File: src/hdl/fqs_pkg.sv
`timescale 1ns / 1ps
package fqs_pkg;
  localparam int unsigned NumLevelsDef = 10;
  localparam int unsigned MaxTasksDef = 16;
  localparam int unsigned IdW = 4;
  localparam int unsigned LenW = 8;
  localparam int unsigned TimeW = 16;

  typedef enum logic {
    KIND_ARRIVE = 1'b0,
    KIND_TICK   = 1'b1
  } kind_e;

  typedef enum logic [1:0] {
    ST_IDLE,
    ST_READ,
    ST_EXEC
  } back_state_e;

  typedef struct packed {
    logic            kind;
    logic [IdW-1:0]  task_id;
    logic [LenW-1:0] service_len;
  } cmd_t;

  typedef struct packed {
    logic            run_valid;
    logic [IdW-1:0]  run_id;
    logic            done_valid;
    logic [TimeW-1:0] done_time;
  } res_t;
endpackage

File: src/hdl/fqs_if.sv
`timescale 1ns / 1ps
interface fqs_in_if import fqs_pkg::*; ();
  logic valid;
  logic ready;
  logic kind;
  logic [IdW-1:0] task_id;
  logic [LenW-1:0] service_len;
  modport source (output valid, kind, task_id, service_len, input ready);
  modport sink (input valid, kind, task_id, service_len, output ready);
endinterface

interface fqs_out_if import fqs_pkg::*; ();
  logic valid;
  logic ready;
  logic run_valid;
  logic [IdW-1:0] run_id;
  logic done_valid;
  logic [TimeW-1:0] done_time;
  modport source (output valid, run_valid, run_id, done_valid, done_time, input ready);
  modport sink (input valid, run_valid, run_id, done_valid, done_time, output ready);
endinterface

File: src/hdl/fqs_ram.sv
`timescale 1ns / 1ps
module fqs_ram #(
  parameter int unsigned Width = 4,
  parameter int unsigned Depth = 16
) (
  input  logic                     clk_i,
  input  logic                     we_i,
  input  logic [$clog2(Depth)-1:0] waddr_i,
  input  logic [Width-1:0]         wdata_i,
  input  logic [$clog2(Depth)-1:0] raddr_i,
  output logic [Width-1:0]         rdata_o
);
  logic [Width-1:0] mem_q [Depth];

  always_ff @(posedge clk_i) begin
    if (we_i) begin
      mem_q[waddr_i] <= wdata_i;
    end
    rdata_o <= mem_q[raddr_i];
  end
endmodule

File: src/hdl/fqs_front.sv
`timescale 1ns / 1ps
module fqs_front import fqs_pkg::*; (
  input  logic  clk_i,
  input  logic  rst_ni,
  fqs_in_if.sink in_i,
  output logic  cmd_valid_o,
  output cmd_t  cmd_o,
  input  logic  cmd_ready_i
);
  // Two-entry queue between the input channel and the scheduler core.
  cmd_t     buf_q [2];
  logic     wr_q, wr_d, rd_q, rd_d;
  logic [1:0] cnt_q, cnt_d;
  logic     push, pop;

  assign in_i.ready  = (cnt_q != 2'd2);
  assign push        = in_i.valid && in_i.ready;
  assign cmd_valid_o = (cnt_q != 2'd0);
  assign pop         = cmd_valid_o && cmd_ready_i;
  assign cmd_o       = buf_q[rd_q];

  always_comb begin
    wr_d  = push ? ~wr_q : wr_q;
    rd_d  = pop ? ~rd_q : rd_q;
    cnt_d = cnt_q + {1'b0, push} - {1'b0, pop};
  end

  always_ff @(posedge clk_i or negedge rst_ni) begin
    if (!rst_ni) begin
      wr_q  <= 1'b0;
      rd_q  <= 1'b0;
      cnt_q <= 2'd0;
    end else begin
      wr_q  <= wr_d;
      rd_q  <= rd_d;
      cnt_q <= cnt_d;
    end
  end

  always_ff @(posedge clk_i) begin
    if (push) begin
      buf_q[wr_q] <= '{kind: in_i.kind, task_id: in_i.task_id,
                       service_len: in_i.service_len};
    end
  end
endmodule

File: src/hdl/fqs_back.sv
`timescale 1ns / 1ps
module fqs_back import fqs_pkg::*; #(
  parameter int unsigned NumLevels = NumLevelsDef,
  parameter int unsigned MaxTasks  = MaxTasksDef
) (
  input  logic clk_i,
  input  logic rst_ni,
  input  logic cmd_valid_i,
  input  cmd_t cmd_i,
  output logic cmd_ready_o,
  fqs_out_if.source out_o
);
  localparam int unsigned LvlW  = (NumLevels > 1) ? $clog2(NumLevels) : 1;
  localparam int unsigned SlotW = (MaxTasks > 1) ? $clog2(MaxTasks) : 1;
  localparam int unsigned SumW  = SlotW + 1;
  localparam int unsigned CntW  = $clog2(MaxTasks + 1);
  localparam int unsigned Depth = NumLevels * MaxTasks;
  localparam int unsigned AddrW = $clog2(Depth);

  back_state_e state_q, state_d;
  logic [SlotW-1:0] head_q [NumLevels];
  logic [CntW-1:0]  count_q [NumLevels];
  logic [LenW-1:0]  served_q [MaxTasks];
  logic [LenW-1:0]  needed_q [MaxTasks];
  logic [LvlW-1:0]  level_q [MaxTasks];
  logic [SlotW-1:0] cur_q;
  logic             cur_valid_q;
  logic [TimeW-1:0] tick_q;
  cmd_t             cmd_q;
  logic             ovalid_q;
  res_t             res_q;

  logic             any_ready;
  logic [LvlW-1:0]  top_lvl;
  logic             we;
  logic [AddrW-1:0] waddr, raddr;
  logic [IdW-1:0]   wdata, rdata;
  logic             id_ok, cur_live;
  logic [LvlW-1:0]  dem_lvl;
  logic [SlotW-1:0] new_cur;
  logic             do_pop, do_push, serve;
  logic [LvlW-1:0]  push_lvl;
  logic [SlotW-1:0] push_id;
  logic [LenW-1:0]  served_nx;
  logic [SlotW-1:0] head_nx;
  logic [SumW-1:0]  wsum;
  logic [SlotW-1:0] wslot;

  always_comb begin
    any_ready = 1'b0;
    top_lvl   = '0;
    for (int l = NumLevels - 1; l >= 0; l--) begin
      if (count_q[l] != '0) begin
        any_ready = 1'b1;
        top_lvl   = LvlW'(l);
      end
    end
  end

  // The read address is presented in ST_READ; data returns in ST_EXEC.
  assign raddr = AddrW'(top_lvl * MaxTasks + head_q[top_lvl]);

  fqs_ram #(.Width(IdW), .Depth(Depth)) u_ram (
    .clk_i, .we_i(we), .waddr_i(waddr), .wdata_i(wdata),
    .raddr_i(raddr), .rdata_o(rdata)
  );

  assign id_ok    = (32'(cmd_q.task_id) < MaxTasks);
  assign cur_live = cur_valid_q && (served_q[cur_q] < needed_q[cur_q]);
  assign dem_lvl  = (32'(level_q[cur_q]) + 1 < NumLevels) ? level_q[cur_q] + 1'b1
                                                          : level_q[cur_q];

  always_comb begin
    do_pop   = 1'b0;
    do_push  = 1'b0;
    push_lvl = '0;
    push_id  = SlotW'(cmd_q.task_id);
    serve    = 1'b0;
    new_cur  = cur_q;
    if (cmd_q.kind == KIND_ARRIVE) begin
      do_push = id_ok;
    end else if (cur_live) begin
      serve = 1'b1;
      if (any_ready) begin
        do_pop   = 1'b1;
        new_cur  = SlotW'(rdata);
        do_push  = 1'b1;
        push_lvl = dem_lvl;
        push_id  = cur_q;
      end
    end else if (any_ready) begin
      do_pop  = 1'b1;
      serve   = 1'b1;
      new_cur = SlotW'(rdata);
    end
  end

  // When the push goes to the level that was just popped, its count and tail
  // slot are taken after the pop.
  logic push_ok;
  logic [CntW-1:0] push_cnt;
  always_comb begin
    push_cnt = count_q[push_lvl];
    if (do_pop && push_lvl == top_lvl) push_cnt = push_cnt - 1'b1;
    push_ok = do_push && (32'(push_cnt) < MaxTasks);
  end

  always_comb begin
    wsum = {1'b0, head_q[push_lvl]} + SumW'(push_cnt) +
           ((do_pop && push_lvl == top_lvl) ? SumW'(1) : SumW'(0));
    wslot = (32'(wsum) >= MaxTasks) ? SlotW'(32'(wsum) - MaxTasks) : SlotW'(wsum);
  end

  assign head_nx = (32'(head_q[top_lvl]) + 1 >= MaxTasks) ? '0
                                                          : head_q[top_lvl] + 1'b1;

  assign we    = (state_q == ST_EXEC) && push_ok;
  assign waddr = AddrW'(push_lvl * MaxTasks + wslot);
  assign wdata = IdW'(push_id);
  assign served_nx = served_q[new_cur] + 1'b1;

  assign cmd_ready_o = (state_q == ST_IDLE) && !(ovalid_q && !out_o.ready);
  assign out_o.valid      = ovalid_q;
  assign out_o.run_valid  = res_q.run_valid;
  assign out_o.run_id     = res_q.run_id;
  assign out_o.done_valid = res_q.done_valid;
  assign out_o.done_time  = res_q.done_time;

  always_comb begin
    state_d = state_q;
    case (state_q)
      ST_IDLE: if (cmd_valid_i && cmd_ready_o) state_d = ST_READ;
      ST_READ: state_d = ST_EXEC;
      ST_EXEC: state_d = ST_IDLE;
      default: state_d = ST_IDLE;
    endcase
  end

  always_ff @(posedge clk_i or negedge rst_ni) begin
    if (!rst_ni) begin
      state_q     <= ST_IDLE;
      cur_q       <= '0;
      cur_valid_q <= 1'b0;
      tick_q      <= '0;
      ovalid_q    <= 1'b0;
      for (int l = 0; l < NumLevels; l++) begin
        head_q[l]  <= '0;
        count_q[l] <= '0;
      end
      for (int t = 0; t < MaxTasks; t++) begin
        served_q[t] <= '0;
        level_q[t]  <= '0;
      end
    end else begin
      state_q <= state_d;
      if (ovalid_q && out_o.ready) ovalid_q <= 1'b0;
      if (state_q == ST_EXEC) begin
        if (do_pop) begin
          head_q[top_lvl] <= head_nx;
        end
        for (int l = 0; l < NumLevels; l++) begin
          if (push_ok && push_lvl == LvlW'(l)) begin
            count_q[l] <= push_cnt + 1'b1;
          end else if (do_pop && top_lvl == LvlW'(l)) begin
            count_q[l] <= count_q[l] - 1'b1;
          end
        end
        if (cmd_q.kind == KIND_ARRIVE) begin
          if (id_ok) begin
            served_q[SlotW'(cmd_q.task_id)] <= '0;
            level_q[SlotW'(cmd_q.task_id)]  <= '0;
          end
        end else begin
          tick_q   <= tick_q + 1'b1;
          ovalid_q <= 1'b1;
          if (do_push) level_q[cur_q] <= dem_lvl;
          if (serve) begin
            cur_q            <= new_cur;
            cur_valid_q      <= 1'b1;
            served_q[new_cur] <= served_nx;
          end else begin
            cur_q       <= '0;
            cur_valid_q <= 1'b0;
          end
        end
      end
    end
  end

  always_ff @(posedge clk_i) begin
    if (cmd_valid_i && cmd_ready_o) cmd_q <= cmd_i;
    if (state_q == ST_EXEC && cmd_q.kind == KIND_ARRIVE && id_ok) begin
      needed_q[SlotW'(cmd_q.task_id)] <= cmd_q.service_len;
    end
    if (state_q == ST_EXEC && cmd_q.kind == KIND_TICK) begin
      res_q.run_valid  <= serve;
      res_q.run_id     <= serve ? IdW'(new_cur) : '0;
      res_q.done_valid <= serve && (served_nx == needed_q[new_cur]);
      res_q.done_time  <= (serve && (served_nx == needed_q[new_cur])) ?
                          tick_q + 1'b1 : '0;
    end
  end
endmodule

File: src/hdl/feedback_queue_scheduler.sv
`timescale 1ns / 1ps
// Feedback scheduler with NumLevels FIFO levels and a one-tick quantum. Arrivals
// queue a task at level zero and give no transaction; every tick gives one. A
// two-entry queue takes items while the scheduler core works. The core handles
// each item in three steps (issue, registered level-memory read, update) and
// takes no new item until the last is done, nor while a result waits on out_o.ready.
module feedback_queue_scheduler import fqs_pkg::*; #(
  parameter int unsigned NumLevels = NumLevelsDef,
  parameter int unsigned MaxTasks  = MaxTasksDef
) (
  input  logic clk_i,
  input  logic rst_ni,
  fqs_in_if.sink    in_i,
  fqs_out_if.source out_o
);
  logic cmd_valid, cmd_ready;
  cmd_t cmd;

  fqs_front u_front (
    .clk_i, .rst_ni, .in_i,
    .cmd_valid_o(cmd_valid), .cmd_o(cmd), .cmd_ready_i(cmd_ready)
  );

  fqs_back #(.NumLevels(NumLevels), .MaxTasks(MaxTasks)) u_back (
    .clk_i, .rst_ni,
    .cmd_valid_i(cmd_valid), .cmd_i(cmd), .cmd_ready_o(cmd_ready), .out_o
  );

  a_done_has_run: assert property (@(posedge clk_i) disable iff (!rst_ni)
    out_o.valid && out_o.done_valid |-> out_o.run_valid)
    else $error("completion without a served task");
  a_no_cmd_when_empty: assert property (@(posedge clk_i) disable iff (!rst_ni)
    cmd_ready && !cmd_valid |=> !$rose(out_o.valid))
    else $error("result without a command");
endmodule
File: src/flat_wrapper.sv
// flat-port wrapper written by rule: the top's interface ports become plain ports
module feedback_queue_scheduler_flat import fqs_pkg::*;
#(
  parameter int unsigned NumLevels = NumLevelsDef,
  parameter int unsigned MaxTasks  = MaxTasksDef
)
  (clk_i, rst_ni, in_i_valid, in_i_kind, in_i_task_id, in_i_service_len, in_i_ready, out_o_valid, out_o_run_valid, out_o_run_id, out_o_done_valid, out_o_done_time, out_o_ready);
  fqs_in_if in_i_i ();
  fqs_out_if out_o_i ();
  input  logic clk_i;
  input  logic rst_ni;
  input wire logic [$bits(in_i_i.valid)-1:0] in_i_valid;
  input wire logic [$bits(in_i_i.kind)-1:0] in_i_kind;
  input wire logic [$bits(in_i_i.task_id)-1:0] in_i_task_id;
  input wire logic [$bits(in_i_i.service_len)-1:0] in_i_service_len;
  output wire logic [$bits(in_i_i.ready)-1:0] in_i_ready;
  output wire logic [$bits(out_o_i.valid)-1:0] out_o_valid;
  output wire logic [$bits(out_o_i.run_valid)-1:0] out_o_run_valid;
  output wire logic [$bits(out_o_i.run_id)-1:0] out_o_run_id;
  output wire logic [$bits(out_o_i.done_valid)-1:0] out_o_done_valid;
  output wire logic [$bits(out_o_i.done_time)-1:0] out_o_done_time;
  input wire logic [$bits(out_o_i.ready)-1:0] out_o_ready;
  assign in_i_i.valid = in_i_valid;
  assign in_i_i.kind = in_i_kind;
  assign in_i_i.task_id = in_i_task_id;
  assign in_i_i.service_len = in_i_service_len;
  assign in_i_ready = in_i_i.ready;
  assign out_o_valid = out_o_i.valid;
  assign out_o_run_valid = out_o_i.run_valid;
  assign out_o_run_id = out_o_i.run_id;
  assign out_o_done_valid = out_o_i.done_valid;
  assign out_o_done_time = out_o_i.done_time;
  assign out_o_i.ready = out_o_ready;
  feedback_queue_scheduler #(.NumLevels(NumLevels), .MaxTasks(MaxTasks)) u_core (.clk_i(clk_i), .rst_ni(rst_ni), .in_i(in_i_i), .out_o(out_o_i));
endmodule
File: config.mk
export PLATFORM = sky130hd
export DESIGN_NAME = feedback_queue_scheduler_flat
export DESIGN_NICKNAME = d
export VERILOG_FILES = /design/src/hdl/fqs_pkg.sv /design/src/hdl/fqs_if.sv /design/src/hdl/fqs_ram.sv /design/src/hdl/fqs_front.sv /design/src/hdl/fqs_back.sv /design/src/hdl/feedback_queue_scheduler.sv /design/src/flat_wrapper.sv
export SDC_FILE = /design/constraint.sdc
export NUM_CORES = 2
export LEC_CHECK = 0
export BUFFER_PORTS_ARGS = -buffer_cell sky130_fd_sc_hd__buf_2
export CAP_MARGIN = 20
export CELL_PAD_IN_SITES_DETAIL_PLACEMENT = 0
export CELL_PAD_IN_SITES_GLOBAL_PLACEMENT = 1
export CORE_MARGIN = 3
export CORE_UTILIZATION = 40
export DETAILED_ROUTE_END_ITERATION = 12
export PLACE_DENSITY = 0.62
export REMOVE_ABC_BUFFERS = 1
export SLEW_MARGIN = 10
export SYNTH_ARGS = -nofsm -noshare
export SYNTH_HDL_FRONTEND = slang
export SYNTH_HIERARCHICAL = 1
export SYNTH_SLANG_ARGS = --single-unit
File: constraint.sdc
create_clock -name clk_i -period 11.9 [get_ports clk_i]
set_clock_uncertainty 0.15 [all_clocks]
set_input_delay 1.785 -clock clk_i [delete_from_list [all_inputs] [get_ports clk_i]]
set_output_delay 1.785 -clock clk_i [all_outputs]
set_load 0.005 [all_outputs]
# Yosys cells after proc, flatten, opt, wreduce, memory -nomap -nowiden
# Memory sizes are Yosys's and may differ from the RTL's. A register that Yosys moved wholly into a read port is not among the register bits.
# Index checks and enable logic that the tools add are counted.
[totals]
reg_bits = 332
mem_bits_rw = 794
input_bits = 17
out_inout_bits = 24
wordCells = 327
mem_count = 3
[classes]
n_addsub = 25
magnitude_cmp = 14
n_eq_ne = 26
muxes = 107
bitwise = 12
n_reduce_logical = 76
[memory_table]
columns = ["name", "words", "width", "rd", "rd_ports_with_merged_regs", "wr", "line_no", "source"]
rows = [
  ["u_core.u_back.u_ram.mem_q", 160, 4, 1, 1, 1, "fqs_ram.sv:13", "logic [Width-1:0] mem_q [Depth];"],
  ["u_core.u_back.needed_q", 16, 8, 2, 0, 1, "fqs_back.sv:24", "logic [LenW-1:0] needed_q [MaxTasks];"],
  ["u_core.u_front.buf_q", 2, 13, 1, 1, 1, "fqs_front.sv:11", "cmd_t buf_q [2];"],
]
[op_table]
columns = ["op", "count"]
rows = [
  ["128-bit two-way mux", 2],
  ["128-bit bitwise AND", 1],
  ["128-bit bitwise mux", 1],
  ["64-bit two-way mux", 2],
  ["128-bit inverter", 1],
  ["4-bit two-way mux", 31],
  ["5-bit two-way mux", 23],
  ["64-bit bitwise AND", 1],
  ["8-bit binary-select mux with 4-bit select", 2],
  ["64-bit bitwise mux", 1],
  ["8-bit demux with 4-bit select", 2],
  ["64-bit inverter", 1],
  ["5-bit by 1-bit subtractor with 5-bit output (second input constant)", 11],
  ["5-bit nonzero test", 10],
  ["4-bit binary-select mux with 4-bit select", 3],
  ["4-bit demux with 4-bit select", 3],
  ["8-bit two-way mux", 6],
  ["40-bit bitwise mux", 1],
  ["1-bit logical AND", 36],
  ["5-bit greater-or-equal comparator (second input constant)", 7],
  ["4-bit by 3-bit == test with 1-bit output (second input constant)", 8],
  ["2-bit AND reduction", 14],
  ["1-bit two-way mux", 27],
  ["4-bit inverter with 5-bit output", 5],
  ["other kinds (32)", 61],
]

# Depth between registers and ports, before layout
[logic_depth]
depth_word = 25
depth_mapped = 37
mapped_depth_nobuf = 27

# By module
# Netlist, hierarchy kept.
[modules_own_cells]
columns = ["mod", "n_inst", "cells_each", "area_per_inst_um2", "seq_area_each_um2"]
rows = [
  ["fqs_ram", 1, 1495, 26544.2, 19298.5],
  ["fqs_back", 1, 2366, 25729.7, 12552.0],
  ["fqs_front", 1, 57, 1133.6, 880.8],
]

# Worst setup path after synthesis
# Ideal clock, no wire load.
[synth_path]
path_kind = "register -> register"
start = "reg u_core.u_back.cur_q[0]"
end = "mem u_core.u_back.u_ram.mem_q[0][2], data pin"
setup_time_ns = 1.445
arrival_time_ns = 10.641
t_required_ns = 10.305
setup_slack_ns = -0.335
stages_incl_launch_ff = 18
path_buffers = 7
synth_period_minus_slack_ns = 12.235
path_cell_list = "dfrtp_1 -> buf_6 -> buf_12 -> buf_6 -> buf_6 -> clkbuf_1 -> buf_1 -> mux4_2 -> mux4_2 -> inv_1 -> ha_1 -> a21o_1 -> a21o_1 -> a2111oi_0 -> nand3_1 -> or2_0 -> buf_2 -> o21ai_0"
[synth_between]
elab_chain_cells = 8
word_cells_on_any_way = 9
classes_between = "order compare: 1; mux: 5; bitwise: 1; reduce/logical: 1; memory: 1"
[synth_lines]
columns = ["item", "line_no", "source"]
rows = [
  ["start: declaration", "fqs_back.sv:26", "logic [SlotW-1:0] cur_q;"],
  ["start signal: assignment", "fqs_back.sv:178", "cur_q <= new_cur;"],
  ["4-bit inverter with 5-bit output (implied by the code)", "fqs_back.sv:69", "assign cur_live = cur_valid_q && (served_q[cur_q] < needed_q[cur_q]);"],
  ["8-bit binary-select mux with 4-bit select", "fqs_back.sv:69", ""],
  ["8-bit two-way mux (implied by the code) (2 in a row)", "fqs_back.sv:69", ""],
  ["8-bit < comparator *", "fqs_back.sv:69", ""],
  ["1-bit logical AND *", "fqs_back.sv:69", ""],
  ["4-bit two-way mux *", "fqs_back.sv:82", "end else if (cur_live) begin"],
  ["4-bit two-way mux *", "fqs_back.sv:80", "if (cmd_q.kind == KIND_ARRIVE) begin"],
  ["via u_core.u_back.push_id[2]", "fqs_back.sv:43", "logic [SlotW-1:0] push_id;"],
  ["end: declaration", "fqs_ram.sv:13", ""],
]
# Mark *: on every way through the listed nets, which the timed path passes. The rest lies on a longest branch. The select of a mux whose other input is x is not followed.

# Final worst setup path
[layout_path]
start = "reg u_core.u_back.cur_q[0]"
end = "mem u_core.u_back.u_ram.mem_q[154][2], enable pin"
[layout_between]
elab_chain_cells = 21
word_cells_on_any_way = 42
classes_between = "add/sub: 7; order compare: 4; eq/ne: 1; mux: 23; bitwise: 2; reduce/logical: 4; memory: 1"
[layout_lines]
columns = ["item", "line_no", "source"]
rows = [
  ["4-bit inverter with 5-bit output (implied by the code)", "fqs_back.sv:69, fqs_back.sv:70, fqs_back.sv:71", ""],
  ["4-bit binary-select mux with 4-bit select", "fqs_back.sv:70, fqs_back.sv:71", ""],
  ["4-bit two-way mux (implied by the code) (2 in a row)", "fqs_back.sv:70, fqs_back.sv:71", ""],
  ["4-bit by 1-bit adder with 5-bit output", "fqs_back.sv:70", "assign dem_lvl = (32'(level_q[cur_q]) + 1 < NumLevels) ? level_q[cur_q] + 1'b1"],
  ["5-bit by 4-bit < comparator with 1-bit output", "fqs_back.sv:70", ""],
  ["4-bit two-way mux", "fqs_back.sv:70", ""],
  ["4-bit two-way mux", "fqs_back.sv:84", "if (any_ready) begin"],
  ["4-bit two-way mux *", "fqs_back.sv:82", ""],
  ["(+5 left out)", "--", ""],
  ["5-bit by 1-bit subtractor with 5-bit output", "fqs_back.sv:104", "if (do_pop && push_lvl == top_lvl) push_cnt = push_cnt - 1'b1;"],
  ["5-bit two-way mux", "fqs_back.sv:104", ""],
  ["4-bit by 5-bit adder with 5-bit output", "fqs_back.sv:109", "wsum = {1'b0, head_q[push_lvl]} + SumW'(push_cnt) +"],
  ["5-bit by 1-bit adder with 5-bit output *", "fqs_back.sv:109", ""],
  ["4-bit by 1-bit subtractor with 4-bit output or 5-bit greater-or-equal comparator (tied branches)", "fqs_back.sv:111", "wslot = (32'(wsum) >= MaxTasks) ? SlotW'(32'(wsum) - MaxTasks) : SlotW'(wsum);"],
  ["4-bit two-way mux *", "fqs_back.sv:111", ""],
  ["8-bit by 4-bit adder with 8-bit output *", "fqs_back.sv:118", "assign waddr = AddrW'(push_lvl * MaxTasks + wslot);"],
  ["via u_core.u_back.waddr[3]", "fqs_back.sv:36", "logic [AddrW-1:0] waddr, raddr;"],
]
# Marks and branches as above.

==> flow_metrics.py <==
metrics = {
    "detailed_routing": {
        "initialDrtViolationCount": 3439,
        "dr_total_vias": 34220,
        "via_per_inst": 5.881,
        "drt-total-wl_mm": 157.0,
        "final_antenna_net_count": 0,
        "drc_errors": 0,
        "firstDrtPassIters": 6,
        "wl_per_cell_um": 26.98,
    },
    "clocking": {
        "cts.repair.resized": 0,
        "cts_tree": "yes",
        "numClockSinks": 1143,
        "insertion_delay_ns": 0.75,
        "clkSlewWorstSetupHoldPaths_ns": 0.06,
        "cts-root-buf": "clkbuf_16",
        "cts_hold_buf": 0,
        "clock_path_buffers": 3,
        "postCtsSetupBuffers": 0,
        "cts_buffers": 130,
        "ctsHtreeMaxLevel": 4,
    },
    "place": {
        "dpl.hpwl_mm": 102.5,
        "dpl.cell_count": 5576,
        "place_congestion": 0.8833,
        "portBuffers": 40,
    },
    "sta": {
        "setup_viol": 0,
        "maxSlewViolCount": 0,
        "max_freq_ghz": 0.09396,
        "slew_headroom_pct": 21.35,
        "rsz0062_at_grt": "false",
        "final-hold-violation-count": 0,
        "tightest_slew_ns": 1.173,
        "period_share_pct": 89.44,
        "finalCriticalPeriod_ns": 10.64,
    },
    "synthesis": {
        "synth_top_family_by_area": "multiplexers",
        "synth_mux_area_share_pct": 14.95,
        "ys_warn_count": 6,
        "synth_ff_type": "edfxtp_1",
        "synth_compound_area_share_pct": 8.528,
        "netlist_area_um2": 53410,
        "synth_seq_area_share_pct": 61.29,
        "ys_ff_latch": 1143,
        "async_reset_ff_share_pct": 27.12,
        "synth_cell_types": 118,
        "synth_simple_gate_area_share_pct": 10.20,
        "avgSynthCellArea_um2": 13.63,
        "syn-instance-count": 3918,
        "synth_edf_count": 829,
        "synthAdderAreaFrac_pct": 0.8106,
        "synthXorXnorAreaFrac_pct": 0.9348,
    },
    "worst_setup_path": {
        "crit_fanout": 39,
        "cp-end-kind": "flip-flop",
        "start_kind": "flip-flop",
        "cp_data_arrival_time_ns": 10.89,
        "critPathKind": "reg -> reg",
        "crit_required_ns": 12.14,
    },
    "floorplanning": {
        "chipHeight_um": 371.4,
        "dieWidth_um": 371.4,
        "dieArea_um2": 137900,
        "start_util_pct": 40.47,
        "ios": 41,
        "num_rows": 133,
        "core_area_um2": 132000,
    },
    "grt": {
        "first_global_vias": 33800,
        "grt.total_usage_pct": 22.79,
        "grt_overflow": 0,
        "grt_pass1_wl_mm": 232.0,
        "grt_max_degree": 126,
        "antenna_found_initial": 3,
    },
    "flow_run": {
        "drv_cap": 0,
    },
    "worst_hold_path": {
        "hp-class": "reg -> reg",
    },
    "final_layout": {
        "utilization_pct": 44.98,
        "layout_commonest_cell": "edfxtp_1",
        "instances_no_fill": 5819,
        "layout_common_cells": "829 x edfxtp_1, 552 x nand2_1, 308 x dfrtp_1",
        "drive_gt1_share_pct": 16.24,
        "nNetsFinal": 4007,
        "area_growth_pct": 11.15,
    },
    "run_status": {
        "status": "completed",
    },
}
state kept, by name, summed over array words and instances (netlist names), 4 cells and up:
| name | cells |
|---|---|
| u_core/u_back/cmd_q | 13 |
| u_core/u_back/count_q | 50 |
| u_core/u_back/cur_q | 4 |
| u_core/u_back/head_q | 40 |
| u_core/u_back/level_q | 64 |
| u_core/u_back/needed_q | 128 |
| u_core/u_back/out_o.done_time | 16 |
| u_core/u_back/out_o.run_id | 4 |
| u_core/u_back/served_q | 128 |
| u_core/u_back/tick_q | 16 |
| u_core/u_back/u_ram/mem_q | 640 |
| u_core/u_back/u_ram/rdata_o | 4 |
| u_core/u_front/buf_q | 26 |
metrics by stage:
stage | setup TNS [ns] | area [µm²] | hold slack [ns] | setup WS [ns]
after global placement | 0 | 55080 | 0.3071 | 1.385
after detailed placement | 0 | 55100 | 0.3145 | 1.352
final | 0 | 59360 | 0.3244 | 1.257
after global routing | 0 | 59360 | 0.3468 | 0.6119
after CTS | 0 | 59330 | 0.3226 | 1.328
after floorplan | -1112.68 | 51920 | 0.2902 | -19.37
worst paths after layout:
path                                     startpoint                           endpoint  slack, ns  depth (start not counted)
min in group asynchronous                    rst_ni         u_core/u_back/served_q[14]       0.96                          1
max                          u_core/u_back/cur_q[0]  u_core/u_back/u_ram/mem_q[154][2]       1.26                         26
min reg2reg                u_core/u_back/state_q[1]           u_core/u_back/state_q[1]       0.32                          1
max reg2reg                  u_core/u_back/cur_q[0]  u_core/u_back/u_ram/mem_q[154][2]       1.26                         26
max in group asynchronous                    rst_ni          u_core/u_back/count_q[44]       8.24                          3
min                        u_core/u_back/state_q[1]           u_core/u_back/state_q[1]       0.32                          1
metal layers:
metal / up-vias / routed length, µm / GRT usage, %
li1: 15080 / - / -
met1: 17670 / 68200 / 31.99
met2: 1257 / 75680 / 37.27
met3: 223 / 9248 / 3.122
met4: 0 / 3849 / 6.300
met5: - / 0 / 0
area by class of cell:
class	count	area, µm²
sequential	1143	32740
timing repair buffer	127	889.6
clock buffer	167	3560
inverter	72	275.3
antenna	1	2.502
fill	11740	72600
clock inverter	72	675.6
tap	1755	2196
multi-input combinational	2482	19020
cell usage after synthesis (22+ instances only):
| cell | n | area, µm² |
|---|---|---|
| nand3_1 | 78 | 390.4 |
| nand2b_1 | 26 | 162.7 |
| dfrtp_1 | 310 | 7757 |
| mux2i_1 | 181 | 1812 |
| a31oi_1 | 41 | 256.5 |
| o211ai_1 | 22 | 165.2 |
| ha_1 | 33 | 412.9 |
| o21ai_0 | 265 | 1326 |
| buf_2 | 39 | 195.2 |
| mux2_2 | 43 | 484.2 |
| nor2_1 | 303 | 1137 |
| nand4_1 | 23 | 143.9 |
| inv_1 | 64 | 240.2 |
| nand2_1 | 552 | 2072 |
| nor2b_1 | 24 | 150.1 |
| mux4_1 | 42 | 1104 |
| clkbuf_1 | 102 | 382.9 |
| a21oi_1 | 114 | 570.6 |
| nor3_1 | 42 | 210.2 |
| xnor2_1 | 43 | 376.6 |
| a22oi_1 | 72 | 540.5 |
| and3_1 | 34 | 212.7 |
| mux4_2 | 197 | 4437 |
| edfxtp_1 | 829 | 24890 |
logic make-up (layout without fill, tap and decap cells):
logic type,Yosys count,after routing
multiplexers,476,476
other,0,1
flip-flops,1143,1143
buffers and inverters,293,438
XOR/XNOR,57,57
AO/OA/AOI/OAI,712,712
AND/OR/NAND/NOR,1203,1203
adder cells (fa/ha/maj),34,34
critical path, stage by stage (launching register included):
cell and delay (ns):
dfrtp_4 0.95, buf_4 0.45, mux4_2 0.54, mux4_2 0.52, ha_1 0.32, a21o_1 0.16
a21o_1 0.17, a2111oi_0 0.66, nand3_1 0.57, nor2_4 0.49, and2_2 0.52, a22oi_1 0.15
o21ai_1 0.15, o21ai_1 0.11, a211oi_4 0.34, inv_1 0.16, ha_1 0.21, inv_1 0.06
nor2_2 0.05, xnor2_1 0.40, inv_1 0.10, ha_1 0.33, a21oi_1 0.09, xnor2_1 0.90
nor2b_1 0.50, nand3_1 0.66, nor2_1 0.52
Power is not shown: default switching activity piles up to over one toggle a cycle in this logic, so the estimate is an artifact.
